**config.mk**
```make
export PLATFORM = sky130hd
export DESIGN_NAME = spheroid_mask_raster
export DESIGN_NICKNAME = d
export VERILOG_FILES = /design/src/hdl/smr_pkg.sv /design/src/hdl/smr_mul.sv /design/src/hdl/spheroid_mask_raster.sv
export SDC_FILE = /design/constraint.sdc
export NUM_CORES = 2
export LEC_CHECK = 0
export BUFFER_PORTS_ARGS = -buffer_cell sky130_fd_sc_hd__clkbuf_2
export CAP_MARGIN = 25
export CORE_MARGIN = 3
export CORE_UTILIZATION = 39
export CTS_CLUSTER_SIZE = 14
export DETAILED_ROUTE_END_ITERATION = 6
export SLEW_MARGIN = 20
export SYNTH_ARGS = -nofsm -noshare
export SYNTH_HDL_FRONTEND = slang
export SYNTH_SLANG_ARGS = --single-unit
```
**constraint.sdc**
```tcl
create_clock -name clk -period 25.9 [get_ports clk]
set_input_delay 1.295 -clock clk [delete_from_list [all_inputs] [get_ports clk]]
set_output_delay 1.295 -clock clk [all_outputs]
set_load 0.05 [all_outputs]
```
**src/hdl/smr_pkg.sv**
```systemverilog
// ----------------------------------------------------------------------------
// smr_pkg: shared types and constants of the spheroid mask rasterizer
// Register indexes, sequencer states, fixed-point widths and the saturating
// product combine used by the rasterizer datapath.
// ----------------------------------------------------------------------------
`default_nettype none

package smr_pkg;

  // Box half-size limit and its width
  localparam logic [7:0] RADIUS_MAX = 8'd127;
  localparam int RAD_W  = 7;
  localparam int CNT_W  = 8;

  // Configuration port
  localparam int CFG_W  = 48;
  localparam int IDX_W  = 3;
  localparam logic [IDX_W-1:0] REG_SPACING      = 3'd0;
  localparam logic [IDX_W-1:0] REG_AXIS         = 3'd1;
  localparam logic [IDX_W-1:0] REG_INV_AXIAL    = 3'd2;
  localparam logic [IDX_W-1:0] REG_INV_PERP     = 3'd3;
  localparam logic [IDX_W-1:0] REG_BOX_RADII    = 3'd4;
  localparam logic [IDX_W-1:0] REG_OUTSIDE_MODE = 3'd5;

  // Datapath widths
  localparam int SP_W    = 16;  // Q8.8 spacing
  localparam int AXV_W   = 16;  // Q1.15 axis component
  localparam int INV_W   = 32;  // inverse square, scaled by 2^32
  localparam int DIFF_W  = 10;  // count minus radius, signed
  localparam int CRD_W   = 25;  // coordinate, signed Q.8 mm
  localparam int MUL_W   = 33;  // shared multiplier operand, signed
  localparam int PROD_W  = 2 * MUL_W;
  localparam int LEN_W   = 48;  // squared length, Q.16
  localparam int DOT_W   = 41;  // axial dot, signed Q.23
  localparam int MAG_W   = 26;  // rounded axial magnitude, Q.8
  localparam int AX2_W   = 51;  // axial squared, Q.16
  localparam int LO_W    = 64;  // low partial product
  localparam int HI_W    = 52;  // high partial product
  localparam int TERM_W  = 50;  // saturated term, Q.48
  localparam int SUM_W   = TERM_W + 1;

  localparam logic [TERM_W-1:0] TERM_SAT     = {1'b1, {(TERM_W-1){1'b0}}};
  localparam logic [SUM_W-1:0]  INSIDE_LIMIT = {3'b001, {(SUM_W-3){1'b0}}};
  localparam logic [DOT_W:0]    ROUND_HALF   = {{(DOT_W-14){1'b0}}, 1'b1, 14'd0};

  localparam logic signed [1:0] MASK_IN       = 2'sb01;
  localparam logic signed [1:0] MASK_OUT_NEG  = 2'sb11;
  localparam logic signed [1:0] MASK_OUT_ZERO = 2'sb00;

  typedef enum logic [1:0] {
    AX_X,
    AX_Y,
    AX_Z
  } axis_sel_t;

  typedef enum logic [3:0] {
    ST_IDLE,
    ST_COORD,
    ST_SQ,
    ST_DOT,
    ST_ACC,
    ST_ROUND,
    ST_MAGSQ,
    ST_PA_LO,
    ST_PA_HI,
    ST_PP_LO,
    ST_PP_HI,
    ST_PP_FIN,
    ST_EMIT
  } state_t;

  // Clamp a box half size to RADIUS_MAX
  function automatic logic [RAD_W-1:0] sat_radius(input logic [7:0] f);
    sat_radius = (f > RADIUS_MAX) ? RADIUS_MAX[RAD_W-1:0] : f[RAD_W-1:0];
  endfunction

  // Join high and low partial products of a 51x32 product, saturate at 2^49
  function automatic logic [TERM_W-1:0] sat_combine(input logic [HI_W-1:0] hi,
                                                    input logic [LO_W-1:0] lo);
    logic [HI_W:0] hi_sum;
    hi_sum = {1'b0, hi} + {{(HI_W-31){1'b0}}, lo[63:32]};
    if (hi_sum[HI_W:17] != '0) begin
      sat_combine = TERM_SAT;
    end else begin
      sat_combine = {1'b0, hi_sum[16:0], lo[31:0]};
    end
  endfunction

endpackage

`default_nettype wire

```
**src/hdl/smr_mul.sv**
```systemverilog
// ----------------------------------------------------------------------------
// smr_mul: shared signed multiplier of the rasterizer
// One 33x33 signed product per cycle, registered at the output.
// ----------------------------------------------------------------------------
`default_nettype none

module smr_mul (
  input  wire logic                               clk,
  input  wire logic signed [smr_pkg::MUL_W-1:0]   a_i,
  input  wire logic signed [smr_pkg::MUL_W-1:0]   b_i,
  output logic signed [smr_pkg::PROD_W-1:0]       p_o
);

  logic signed [smr_pkg::PROD_W-1:0] p_r;

  always_ff @(posedge clk) begin
    p_r <= a_i * b_i;
  end

  assign p_o = p_r;

endmodule

`default_nettype wire

```
**src/hdl/spheroid_mask_raster.sv**
```systemverilog
// ----------------------------------------------------------------------------
// spheroid_mask_raster: voxel mask rasterizer for a rotated spheroid
// Walks a (2rx+1)x(2ry+1)x(2rz+1) box in x-fastest order and tells for each
// voxel whether it lies inside axial^2/a^2 + perp^2/b^2 <= 1.
//
// Usage:
//  - Input channel (in_valid / in_stall / in_restart): each transaction asks
//    for the next voxel; in_restart=1 starts over at voxel (0,0,0).
//  - Result channel (out_valid / out_stall / out_*): one transaction per input
//    transaction with the mask value, voxel indexes and a last-voxel flag.
//  - Config channel (cfg_valid / cfg_ready / cfg_index / cfg_data): always
//    ready; write only while the block is idle.
//  - Sequencing: one shared 33x33 multiplier does every product in turn. Each
//    voxel runs a coordinate, square and dot product pass for x; the first
//    voxel of a row adds one such pass for y, and the first voxel of a slice
//    adds one for z and one for y. in_stall is high for the whole
//    computation, so the next input waits until the result is loaded.
//  - A finished result sits in the output register; the next input is
//    accepted meanwhile. If the receiver stalls, the sequencer holds its
//    last step until the output register frees up.
//  - Reset (rst_n low, synchronous) loads the default configuration and puts
//    the raster at the first voxel with no result pending.
// ----------------------------------------------------------------------------
`default_nettype none

module spheroid_mask_raster (
  input  wire logic                               clk,
  input  wire logic                               rst_n,
  // input channel
  input  wire logic                               in_valid,
  output logic                                    in_stall,
  input  wire logic                               in_restart,
  // result channel
  output logic                                    out_valid,
  input  wire logic                               out_stall,
  output logic signed [1:0]                       out_mask_value,
  output logic [smr_pkg::CNT_W-1:0]               out_voxel_x,
  output logic [smr_pkg::CNT_W-1:0]               out_voxel_y,
  output logic [smr_pkg::CNT_W-1:0]               out_voxel_z,
  output logic                                    out_last_voxel,
  // configuration channel
  input  wire logic                               cfg_valid,
  output logic                                    cfg_ready,
  input  wire logic [smr_pkg::IDX_W-1:0]          cfg_index,
  input  wire logic [smr_pkg::CFG_W-1:0]          cfg_data
);

  // --------------------------------------------------------------------------
  // Configuration registers
  // --------------------------------------------------------------------------
  logic [47:0]                  spacing_r;
  logic [47:0]                  axis_r;
  logic [smr_pkg::INV_W-1:0]    inv_ax_r;
  logic [smr_pkg::INV_W-1:0]    inv_pp_r;
  logic [23:0]                  radii_r;
  logic                         omo_r;

  // Sequencer and raster position
  smr_pkg::state_t              state_r, state_nxt;
  smr_pkg::axis_sel_t           ax_r;
  logic [smr_pkg::CNT_W-1:0]    col_r, row_r, sl_r;
  logic                         out_valid_r;

  // Datapath registers
  logic signed [smr_pkg::CRD_W-1:0] coord_r;
  logic [smr_pkg::LEN_W-1:0]        slice_len_r, row_len_r, len_r;
  logic signed [smr_pkg::DOT_W-1:0] slice_dot_r, row_dot_r, dot_r;
  logic [smr_pkg::MAG_W-1:0]        mag_r;
  logic [smr_pkg::AX2_W-1:0]        ax2_r;
  logic [smr_pkg::LEN_W-1:0]        perp_r;
  logic [smr_pkg::LO_W-1:0]         lo_r;
  logic [smr_pkg::TERM_W-1:0]       term_a_r, term_b_r;

  logic signed [1:0]            mask_r;
  logic [smr_pkg::CNT_W-1:0]    vx_r, vy_r, vz_r;
  logic                         last_r;

  // Shared multiplier
  logic signed [smr_pkg::MUL_W-1:0]  mul_a, mul_b;
  logic signed [smr_pkg::PROD_W-1:0] prod;

  smr_mul u_mul (
    .clk (clk),
    .a_i (mul_a),
    .b_i (mul_b),
    .p_o (prod)
  );

  // --------------------------------------------------------------------------
  // Box geometry
  // --------------------------------------------------------------------------
  logic [smr_pkg::RAD_W-1:0]  rad_x, rad_y, rad_z;
  logic [smr_pkg::CNT_W-1:0]  end_x, end_y, end_z;
  logic                       out_of_box, clr_pos;
  logic [smr_pkg::CNT_W-1:0]  col_e, row_e;

  assign rad_x = smr_pkg::sat_radius(radii_r[7:0]);
  assign rad_y = smr_pkg::sat_radius(radii_r[15:8]);
  assign rad_z = smr_pkg::sat_radius(radii_r[23:16]);
  assign end_x = {rad_x, 1'b0};
  assign end_y = {rad_y, 1'b0};
  assign end_z = {rad_z, 1'b0};

  assign out_of_box = (col_r > end_x) || (row_r > end_y) || (sl_r > end_z);
  assign clr_pos    = in_restart || out_of_box;
  assign col_e      = clr_pos ? '0 : col_r;
  assign row_e      = clr_pos ? '0 : row_r;

  // Per-axis operand selection
  logic [smr_pkg::CNT_W-1:0]         cnt_sel;
  logic [smr_pkg::RAD_W-1:0]         rad_sel;
  logic [smr_pkg::SP_W-1:0]          sp_sel;
  logic [smr_pkg::AXV_W-1:0]         axv_sel;
  logic signed [smr_pkg::DIFF_W-1:0] diff;

  always_comb begin
    case (ax_r)
      smr_pkg::AX_X: begin
        cnt_sel = col_r;
        rad_sel = rad_x;
        sp_sel  = spacing_r[15:0];
        axv_sel = axis_r[15:0];
      end
      smr_pkg::AX_Y: begin
        cnt_sel = row_r;
        rad_sel = rad_y;
        sp_sel  = spacing_r[31:16];
        axv_sel = axis_r[31:16];
      end
      smr_pkg::AX_Z: begin
        cnt_sel = sl_r;
        rad_sel = rad_z;
        sp_sel  = spacing_r[47:32];
        axv_sel = axis_r[47:32];
      end
      default: begin
        cnt_sel = col_r;
        rad_sel = rad_x;
        sp_sel  = spacing_r[15:0];
        axv_sel = axis_r[15:0];
      end
    endcase
  end

  assign diff = signed'({2'b00, cnt_sel}) - signed'({3'b000, rad_sel});

  // Rounding of the axial dot to Q.8 and the perpendicular part
  logic [smr_pkg::DOT_W-1:0]  dot_abs;
  logic [smr_pkg::DOT_W:0]    dot_rnd;
  logic [smr_pkg::AX2_W-1:0]  ax2_now;
  logic [smr_pkg::LEN_W-1:0]  perp_now;

  assign dot_abs = dot_r[smr_pkg::DOT_W-1] ? 41'(-dot_r) : 41'(dot_r);
  assign dot_rnd = {1'b0, dot_abs} + smr_pkg::ROUND_HALF;
  assign ax2_now = prod[smr_pkg::AX2_W-1:0];
  assign perp_now = ({3'b000, len_r} > ax2_now) ? (len_r - ax2_now[smr_pkg::LEN_W-1:0]) : '0;

  // Final sum and inside test
  logic [smr_pkg::SUM_W-1:0] total;
  logic                      in_shape;
  logic                      emit_ok;

  assign total    = {1'b0, term_a_r} + {1'b0, term_b_r};
  assign in_shape = (total <= smr_pkg::INSIDE_LIMIT);
  assign emit_ok  = !out_valid_r || !out_stall;

  // --------------------------------------------------------------------------
  // Sequencer: next state
  // --------------------------------------------------------------------------
  always_comb begin
    state_nxt = state_r;
    case (state_r)
      smr_pkg::ST_IDLE:   if (in_valid) state_nxt = smr_pkg::ST_COORD;
      smr_pkg::ST_COORD:  state_nxt = smr_pkg::ST_SQ;
      smr_pkg::ST_SQ:     state_nxt = smr_pkg::ST_DOT;
      smr_pkg::ST_DOT:    state_nxt = smr_pkg::ST_ACC;
      smr_pkg::ST_ACC: begin
        state_nxt = (ax_r == smr_pkg::AX_X) ? smr_pkg::ST_ROUND : smr_pkg::ST_COORD;
      end
      smr_pkg::ST_ROUND:  state_nxt = smr_pkg::ST_MAGSQ;
      smr_pkg::ST_MAGSQ:  state_nxt = smr_pkg::ST_PA_LO;
      smr_pkg::ST_PA_LO:  state_nxt = smr_pkg::ST_PA_HI;
      smr_pkg::ST_PA_HI:  state_nxt = smr_pkg::ST_PP_LO;
      smr_pkg::ST_PP_LO:  state_nxt = smr_pkg::ST_PP_HI;
      smr_pkg::ST_PP_HI:  state_nxt = smr_pkg::ST_PP_FIN;
      smr_pkg::ST_PP_FIN: state_nxt = smr_pkg::ST_EMIT;
      smr_pkg::ST_EMIT:   if (emit_ok) state_nxt = smr_pkg::ST_IDLE;
      default:            state_nxt = smr_pkg::ST_IDLE;
    endcase
  end

  // --------------------------------------------------------------------------
  // Sequencer: outputs (multiplier operands, handshakes)
  // --------------------------------------------------------------------------
  always_comb begin
    mul_a = '0;
    mul_b = '0;
    case (state_r)
      smr_pkg::ST_COORD: begin
        // coordinate = (count - radius) * spacing
        mul_a = {{(smr_pkg::MUL_W-smr_pkg::DIFF_W){diff[smr_pkg::DIFF_W-1]}}, diff};
        mul_b = {{(smr_pkg::MUL_W-smr_pkg::SP_W){1'b0}}, sp_sel};
      end
      smr_pkg::ST_SQ: begin
        mul_a = prod[smr_pkg::MUL_W-1:0];
        mul_b = prod[smr_pkg::MUL_W-1:0];
      end
      smr_pkg::ST_DOT: begin
        mul_a = {{(smr_pkg::MUL_W-smr_pkg::CRD_W){coord_r[smr_pkg::CRD_W-1]}}, coord_r};
        mul_b = {{(smr_pkg::MUL_W-smr_pkg::AXV_W){axv_sel[smr_pkg::AXV_W-1]}}, axv_sel};
      end
      smr_pkg::ST_MAGSQ: begin
        mul_a = {{(smr_pkg::MUL_W-smr_pkg::MAG_W){1'b0}}, mag_r};
        mul_b = {{(smr_pkg::MUL_W-smr_pkg::MAG_W){1'b0}}, mag_r};
      end
      smr_pkg::ST_PA_LO: begin
        mul_a = {1'b0, ax2_now[31:0]};
        mul_b = {1'b0, inv_ax_r};
      end
      smr_pkg::ST_PA_HI: begin
        mul_a = {{(smr_pkg::MUL_W-19){1'b0}}, ax2_r[smr_pkg::AX2_W-1:32]};
        mul_b = {1'b0, inv_ax_r};
      end
      smr_pkg::ST_PP_LO: begin
        mul_a = {1'b0, perp_r[31:0]};
        mul_b = {1'b0, inv_pp_r};
      end
      smr_pkg::ST_PP_HI: begin
        mul_a = {{(smr_pkg::MUL_W-16){1'b0}}, perp_r[smr_pkg::LEN_W-1:32]};
        mul_b = {1'b0, inv_pp_r};
      end
      default: begin
        mul_a = '0;
        mul_b = '0;
      end
    endcase
  end

  assign in_stall  = (state_r != smr_pkg::ST_IDLE);
  assign cfg_ready = 1'b1;

  // --------------------------------------------------------------------------
  // Control registers: configuration, sequencer, raster position
  // --------------------------------------------------------------------------
  always_ff @(posedge clk) begin
    if (!rst_n) begin
      spacing_r   <= 48'd1103823372544;
      axis_r      <= 48'd32767;
      inv_ax_r    <= 32'd16777216;
      inv_pp_r    <= 32'd16777216;
      radii_r     <= 24'd460551;
      omo_r       <= 1'b1;
      state_r     <= smr_pkg::ST_IDLE;
      ax_r        <= smr_pkg::AX_X;
      col_r       <= '0;
      row_r       <= '0;
      sl_r        <= '0;
      out_valid_r <= 1'b0;
    end else begin
      state_r <= state_nxt;

      if (cfg_valid && cfg_ready) begin
        case (cfg_index)
          smr_pkg::REG_SPACING:      spacing_r <= cfg_data;
          smr_pkg::REG_AXIS:         axis_r    <= cfg_data;
          smr_pkg::REG_INV_AXIAL:    inv_ax_r  <= cfg_data[smr_pkg::INV_W-1:0];
          smr_pkg::REG_INV_PERP:     inv_pp_r  <= cfg_data[smr_pkg::INV_W-1:0];
          smr_pkg::REG_BOX_RADII:    radii_r   <= cfg_data[23:0];
          smr_pkg::REG_OUTSIDE_MODE: omo_r     <= cfg_data[0];
          default: ;
        endcase
      end

      // load a fresh result, or drop the old one once the receiver takes it
      if (state_r == smr_pkg::ST_EMIT && emit_ok) begin
        out_valid_r <= 1'b1;
      end else if (out_valid_r && !out_stall) begin
        out_valid_r <= 1'b0;
      end

      case (state_r)
        smr_pkg::ST_IDLE: begin
          if (in_valid) begin
            // restart or stale position: go back to the first voxel
            if (clr_pos) begin
              col_r <= '0;
              row_r <= '0;
              sl_r  <= '0;
            end
            // start at the outermost part that needs a fresh latch
            if (col_e == '0 && row_e == '0) begin
              ax_r <= smr_pkg::AX_Z;
            end else if (col_e == '0) begin
              ax_r <= smr_pkg::AX_Y;
            end else begin
              ax_r <= smr_pkg::AX_X;
            end
          end
        end
        smr_pkg::ST_ACC: begin
          if (ax_r == smr_pkg::AX_Z) begin
            ax_r <= smr_pkg::AX_Y;
          end else if (ax_r == smr_pkg::AX_Y) begin
            ax_r <= smr_pkg::AX_X;
          end
        end
        smr_pkg::ST_EMIT: begin
          if (emit_ok) begin
            // advance the raster, x fastest
            if (col_r == end_x) begin
              col_r <= '0;
              if (row_r == end_y) begin
                row_r <= '0;
                sl_r  <= (sl_r == end_z) ? '0 : sl_r + 8'd1;
              end else begin
                row_r <= row_r + 8'd1;
              end
            end else begin
              col_r <= col_r + 8'd1;
            end
          end
        end
        default: ;
      endcase
    end
  end

  // --------------------------------------------------------------------------
  // Datapath registers
  // --------------------------------------------------------------------------
  always_ff @(posedge clk) begin
    case (state_r)
      smr_pkg::ST_SQ: begin
        coord_r <= prod[smr_pkg::CRD_W-1:0];
      end
      smr_pkg::ST_DOT: begin
        // squared coordinate is in the product register
        case (ax_r)
          smr_pkg::AX_Z: slice_len_r <= prod[smr_pkg::LEN_W-1:0];
          smr_pkg::AX_Y: row_len_r   <= slice_len_r + prod[smr_pkg::LEN_W-1:0];
          default:       len_r       <= row_len_r + prod[smr_pkg::LEN_W-1:0];
        endcase
      end
      smr_pkg::ST_ACC: begin
        case (ax_r)
          smr_pkg::AX_Z: slice_dot_r <= prod[smr_pkg::DOT_W-1:0];
          smr_pkg::AX_Y: row_dot_r   <= slice_dot_r + signed'(prod[smr_pkg::DOT_W-1:0]);
          default:       dot_r       <= row_dot_r + signed'(prod[smr_pkg::DOT_W-1:0]);
        endcase
      end
      smr_pkg::ST_ROUND: begin
        mag_r <= dot_rnd[smr_pkg::DOT_W-1:15];
      end
      smr_pkg::ST_PA_LO: begin
        ax2_r  <= ax2_now;
        perp_r <= perp_now;
      end
      smr_pkg::ST_PA_HI: begin
        lo_r <= prod[smr_pkg::LO_W-1:0];
      end
      smr_pkg::ST_PP_LO: begin
        term_a_r <= smr_pkg::sat_combine(prod[smr_pkg::HI_W-1:0], lo_r);
      end
      smr_pkg::ST_PP_HI: begin
        lo_r <= prod[smr_pkg::LO_W-1:0];
      end
      smr_pkg::ST_PP_FIN: begin
        term_b_r <= smr_pkg::sat_combine(prod[smr_pkg::HI_W-1:0], lo_r);
      end
      smr_pkg::ST_EMIT: begin
        if (emit_ok) begin
          if (in_shape) begin
            mask_r <= smr_pkg::MASK_IN;
          end else begin
            mask_r <= omo_r ? smr_pkg::MASK_OUT_NEG : smr_pkg::MASK_OUT_ZERO;
          end
          vx_r   <= col_r;
          vy_r   <= row_r;
          vz_r   <= sl_r;
          last_r <= (col_r == end_x) && (row_r == end_y) && (sl_r == end_z);
        end
      end
      default: ;
    endcase
  end

  assign out_valid      = out_valid_r;
  assign out_mask_value = mask_r;
  assign out_voxel_x    = vx_r;
  assign out_voxel_y    = vy_r;
  assign out_voxel_z    = vz_r;
  assign out_last_voxel = last_r;

endmodule

`default_nettype wire
```
# Yosys cells after proc, flatten, opt, wreduce, memory -nomap -nowiden

Index checks and enable logic that the tools add are counted.

$add $sub $neg: 13
Multiply operators: 1
Divide/modulo/power cells: 0
Order comparisons: 8
Equal/unequal tests: 28
Shift-type cells: 0
Mux-type cells: 42
Bitwise gates (word level): 1
Reduce and logical (&&, ||, !) cells: 43

Operators by type and width:

| cell                                                              | count |
|---|---|
| one-hot mux 33 bit (8 select lines)                               | 1 |
| one-hot mux 33 bit (6 select lines)                               | 1 |
| two-way mux 8 bit                                                 | 15 |
| adder 48 bit                                                      | 2 |
| adder 41 bit                                                      | 2 |
| multiplier 33 x 33 -> 64 bit                                      | 1 |
| one-hot mux 16 bit (2 select lines)                               | 2 |
| one-hot mux 8 bit (2 select lines)                                | 4 |
| adder 52 x 32 -> 53 bit                                           | 1 |
| one-hot mux 4 bit (13 select lines)                               | 1 |
| adder 50 x 50 -> 51 bit                                           | 1 |
| greater-than comparator 48 x 51 -> 1 bit                          | 1 |
| less-or-equal comparator 51 x 49 -> 1 bit (second input constant) | 1 |
| two-way mux 50 bit                                                | 1 |
| subtractor 48 bit                                                 | 1 |
| adder 41 x 15 -> 41 bit (second input constant)                   | 1 |
| two-way mux 41 bit                                                | 1 |
| negation 41 bit                                                   | 1 |
| nonzero test 36 bit                                               | 1 |
| AND reduction 2 bit                                               | 14 |
| adder 8 x 1 -> 8 bit (second input constant)                      | 3 |
| equality test 8 bit                                               | 3 |
| greater-than comparator 8 x 7 -> 1 bit (second input constant)    | 3 |
| greater-than comparator 8 bit                                     | 3 |
| 34 further kinds                                                  | 71 |

Register bits after elaboration: 888
Latch bits: 0
Memory bits (writable): 0
Memory bits (read-only): 0
Bits of input ports: 57
Word-level logic and storage cells: 167
Memories: 0

# Logic depth before layout (Yosys ltp)

Word-level depth: 12
Gate-level depth with buffers: 50
Mapped depth without buffers: 44

# Modules after synthesis

From an unflattened synthesis, not the netlist that was laid out.

Cells, all modules: 9144
Area total of the unflattened synthesis: 87604.0 um2

Modules (own cells, without submodules):

| module               | times used | cells each | area each (um2) | sequential area each (um2) |
|---|---|---|---|---|
| spheroid_mask_raster | 1          | 4840       | 47281.6         | 21620.7 |
| smr_mul              | 1          | 4304       | 40322.4         | 1321.3 |

# Worst setup path before layout

Ideal clock, no wire load.

Kind: register to register
From: register ax_r[0]
To: register u_mul.p_r (netlist bit u_mul.p_o[62])
Data arrival time: 11.454 ns
Data required time: 25.828 ns
Path slack: 14.374 ns
Cell stages (with the launch flop): 50
Path buffers: 8
Path through: dfxtp_1 inv_1 ha_1 clkbuf_1 clkbuf_1 clkbuf_1 clkbuf_1 buf_1 nand2_1 o21ai_0 ha_1 inv_1 fa_1 a21o_1 a21oi_1 o21ai_0 nand2_1 nand3_1 [14 not listed] fa_1 inv_1 fa_1 inv_1 ha_1 clkbuf_1 a21oi_1 o21ai_0 a221oi_1 o211ai_1 a22oi_1 a21oi_1 or2_2 or3_1 a31oi_1 a21oi_1 a311oi_1 xnor2_1

Word-level cells in the longest chain between the ends: 5

RTL lines:

| what                                                                                     | RTL line                    | source |
|---|---|---|
| start: declaration                                                                       | spheroid_mask_raster.sv:60  | `smr_pkg::axis_sel_t ax_r;` |
| start signal: assignment                                                                 | spheroid_mask_raster.sv:254 | `ax_r <= smr_pkg::AX_X;` |
| start signal: assignment                                                                 | spheroid_mask_raster.sv:292 | `ax_r <= smr_pkg::AX_Z;` |
| start signal: assignment                                                                 | spheroid_mask_raster.sv:294 | `ax_r <= smr_pkg::AX_Y;` |
| equality test 2 bit or equality test 2 x 1 -> 1 bit (tied branches)                      | spheroid_mask_raster.sv:117 | `case (ax_r)` |
| one-hot mux 8 bit (2 select lines) or one-hot mux 7 bit (2 select lines) (tied branches) | spheroid_mask_raster.sv:117 |  |
| subtractor 8 x 7 -> 9 bit                                                                | spheroid_mask_raster.sv:145 | `assign diff = signed'({2'b00, cnt_sel}) - signed'({3'b000, rad_sel});` |
| one-hot mux 33 bit (8 select lines)                                                      | spheroid_mask_raster.sv:198 | `case (state_r)` |
| multiplier 33 x 33 -> 64 bit *                                                           | smr_mul.sv:17               | `p_r <= a_i * b_i;` |
| end signal: assignment                                                                   | smr_mul.sv:17               |  |
| end: declaration                                                                         | smr_mul.sv:14               | `logic signed [smr_pkg::PROD_W-1:0] p_r;` |

Mark *: on every way between the ends. The rest lies on a longest branch, timed or not.
A chain may end at the register's enable or synchronous reset.

# Final worst setup path

Same ends and word-level chain as after synthesis.

==> impl_metrics.tcl <==
set metrics [dict create \
    status "finished, violations left" \
    violations "DRC" \
    clockRootBuffer "clkbuf_16" \
    final_max_slew_viol_count 0 \
    worst_setup_path_end_kind "register" \
    crit_family "adder cells" \
    worst-path-stages 43 \
    top_level_ports 87 \
    setup_viol 0 \
    cts_setup_buffers 0 \
    finalClockSkew_ns 0.0692 \
    worst_pin_slew_ns 1.34 \
    min_path_type "register to register" \
    cap_violations 0 \
    fillers 21000 \
    io_buffers 85 \
    die-area_sq_mm 0.225 \
    layout_commonest_cell "nand2_1" \
    final_cell_count_no_fill 12000 \
    dp.cells 11800 \
    synth_seq_cells 856 \
    start_util_pct 39.4 \
    grt_max_degree 129 \
    num_rows 171 \
    place.gp.congestion 0.949 \
    grt_pass1_wl_mm 424 \
    rsz0062_at_grt "no" \
    syn_avg_cell_area_sq_um 9.45 \
    cp_num_buf_inv 8 \
    dieHeight_um 475 \
    ys_async_sr_fraction_pct 0 \
    synth_nets 10800 \
    coreArea_sq_mm 0.218 \
    ys.flop_type "edfxtp_1" \
    numClockSinks 856 \
    fin_crit_sh_pct 51.2 \
    die_x_um 475 \
    via_count 66800 \
    reg2reg_from "ax_r[0]" \
    cp-startpoint "ax_r[0]" \
    fmax_mhz 75.4 \
    relSlewSlack_pct 10.7 \
    period_needed_ns 13.26 \
    p_leak_uw 0.0412 \
    drtIter0Drc 6223 \
    startpoint_type "register" \
    whs_path_depth 0 \
    wl_per_cell_um 23.2 \
    clock_latency_ns 0.75 \
    ant_nets 0 \
    htreeDepth 3 \
    hp-start "u_mul.p_o[63]" \
    nets 10800 \
    drt_pass1_iterations 7 \
    tritoncts "yes" \
    peakVddDrop_uv 65.6 \
    clkTransAtPathRegs_ns 0.07 \
    r2r_cells 43 \
    synth_edf_count 576 \
    grt_overflow 0 \
    grt.total_usage_pct 24.9 \
    drive_gt1_share_pct 6.23 \
    yosys_warnings 0 \
    grt_pass1_vias 67600 \
    worst_path_max_delay_cell "nand3_2" \
    seq_area_frac_synth_pct 26.7 \
    slowest_delay_ns 0.66 \
    syn-cell-area_sq_mm 0.0857 \
    cp.required_ns 26.51 \
    hpwlAfterDp_mm 209 \
    worstPathMaxFanout 54 \
    area_growth_pct 8.97 \
    tns_ns 0 \
    drc 1 \
    cts_resized 0 \
    cts_buffers 96 \
    hold_viol_final 0 \
    p_per_area_mw_per_mm2 67.7 \
    synth_cells 9076 \
    worst-setup-path-type "register to register" \
    crit_top_cell "fa_1" \
    ctsHoldBuffers 0 \
    clockBufferDepth 3 \
    antenna_found_initial 13 \
    worstPathArrival_ns 13.87 \
    mostFrequentLayoutCells "nand2_1 (1333), inv_1 (1314), fa_1 (1133)" \
    avgViaCountPerCell 5.55 \
    wirelength_mm 280 \
    yosysUniqueCellTypes 99 \
]
metal layers:
metal | routed length (um) | GRT usage, % | vias to the layer above | part of all wire, %
li1 | - | - | 29900 | -
met1 | 117000 | 33.6 | 33700 | 42
met2 | 123000 | 38.3 | 2784 | 44
met3 | 25500 | 5.54 | 522 | 9.1
met4 | 14700 | 10.8 | 4 | 5.2
met5 | 25 | 0 | - | 0.0089
power by group:
group	switching, uW	internal, uW	total [uW]
Clock	610	839	1450
Combinational	2110	1110	3220
Sequential	41.1	1610	1650
Total	2760	3560	6320
final cells by class:
type                       instances  area, sq um  share of cell area [%]
tap                             2854         3570                    3.82
inverter                        1316         4940                    5.29
sequential                       856        22900                    24.5
clock inverter                    59          719                   0.770
antenna                           14         35.0                  0.0375
clock buffer                     123         2640                    2.82
multi-input combinational       6526        56600                    60.6
timing repair buffer             284         1960                    2.10
kinds of logic (layout without fill, tap and decap cells):
logic type	Yosys count	count (layout)	share of synthesized area, %
buf+inv	1694	1782	7.45
simple gates	2821	2821	14.6
flops	856	856	26.7
fa+ha+maj	1686	1686	34.5
other cells	1	15	0.00437
mux	23	23	0.276
xor+xnor	384	384	3.92
compound gates	1611	1611	12.5
registers in the layout, indices dropped and copies added (netlist names), 19 cells and up:
register	cells
row_len_r	48
term_b_r	50
lo_r	64
mag_r	26
axis_r	48
u_mul.p_o	64
perp_r	48
term_a_r	50
radii_r	24
dot_r	41
slice_dot_r	41
len_r	48
slice_len_r	48
ax2_r	19
coord_r	25
inv_ax_r	32
row_dot_r	41
inv_pp_r	32
spacing_r	48
cells in the mapped netlist, types with 53 or more instances:
master / instances / area share [%]
xnor2_1: 242 / 2.5
a21oi_1: 405 / 2.4
clkbuf_1: 352 / 1.5
nor2_1: 713 / 3.1
nand4_1: 85 / 0.62
edfxtp_1: 576 / 20
a21o_1: 217 / 1.9
xor2_1: 142 / 1.5
nor3_1: 75 / 0.44
nand3_1: 139 / 0.81
nor2b_1: 70 / 0.51
a22oi_1: 127 / 1.1
ha_1: 553 / 8.1
dfxtp_1: 280 / 6.5
o21bai_1: 53 / 0.46
o21a_1: 68 / 0.60
inv_1: 1314 / 5.8
nand2_1: 1333 / 5.8
o21ai_0: 233 / 1.4
and2_1: 111 / 0.81
a21boi_0: 171 / 1.5
fa_1: 1133 / 26
nand2b_1: 80 / 0.58
through the flow:
| step | cell area, sq um | hold slack, ns | setup WS [ns] | util, % | power, uW |
|---|---|---|---|---|---|
| CTS | 93300 | 0.401 | 12.86 | 42.9 | 6320 |
| finish | 93400 | 0.401 | 12.64 | 42.9 | 6320 |
| global placement | 89900 | 0.386 | 13.15 | 41.3 | 4810 |
| global route | 93400 | 0.409 | 12.13 | 42.9 | 6690 |
| floorplan | 85700 | 0.386 | 14.37 | - | 3720 |
| detailed placement | 90000 | 0.389 | 12.99 | 41.3 | 4850 |
path summary, 6_finish.rpt:
kind / end / slack (ns)
min: lo_r[63] / 0.40
max: u_mul.p_o[62] / 12.64
min reg2reg: lo_r[63] / 0.40
max reg2reg: u_mul.p_o[62] / 12.64
Power figures use the tool's default switching activity.
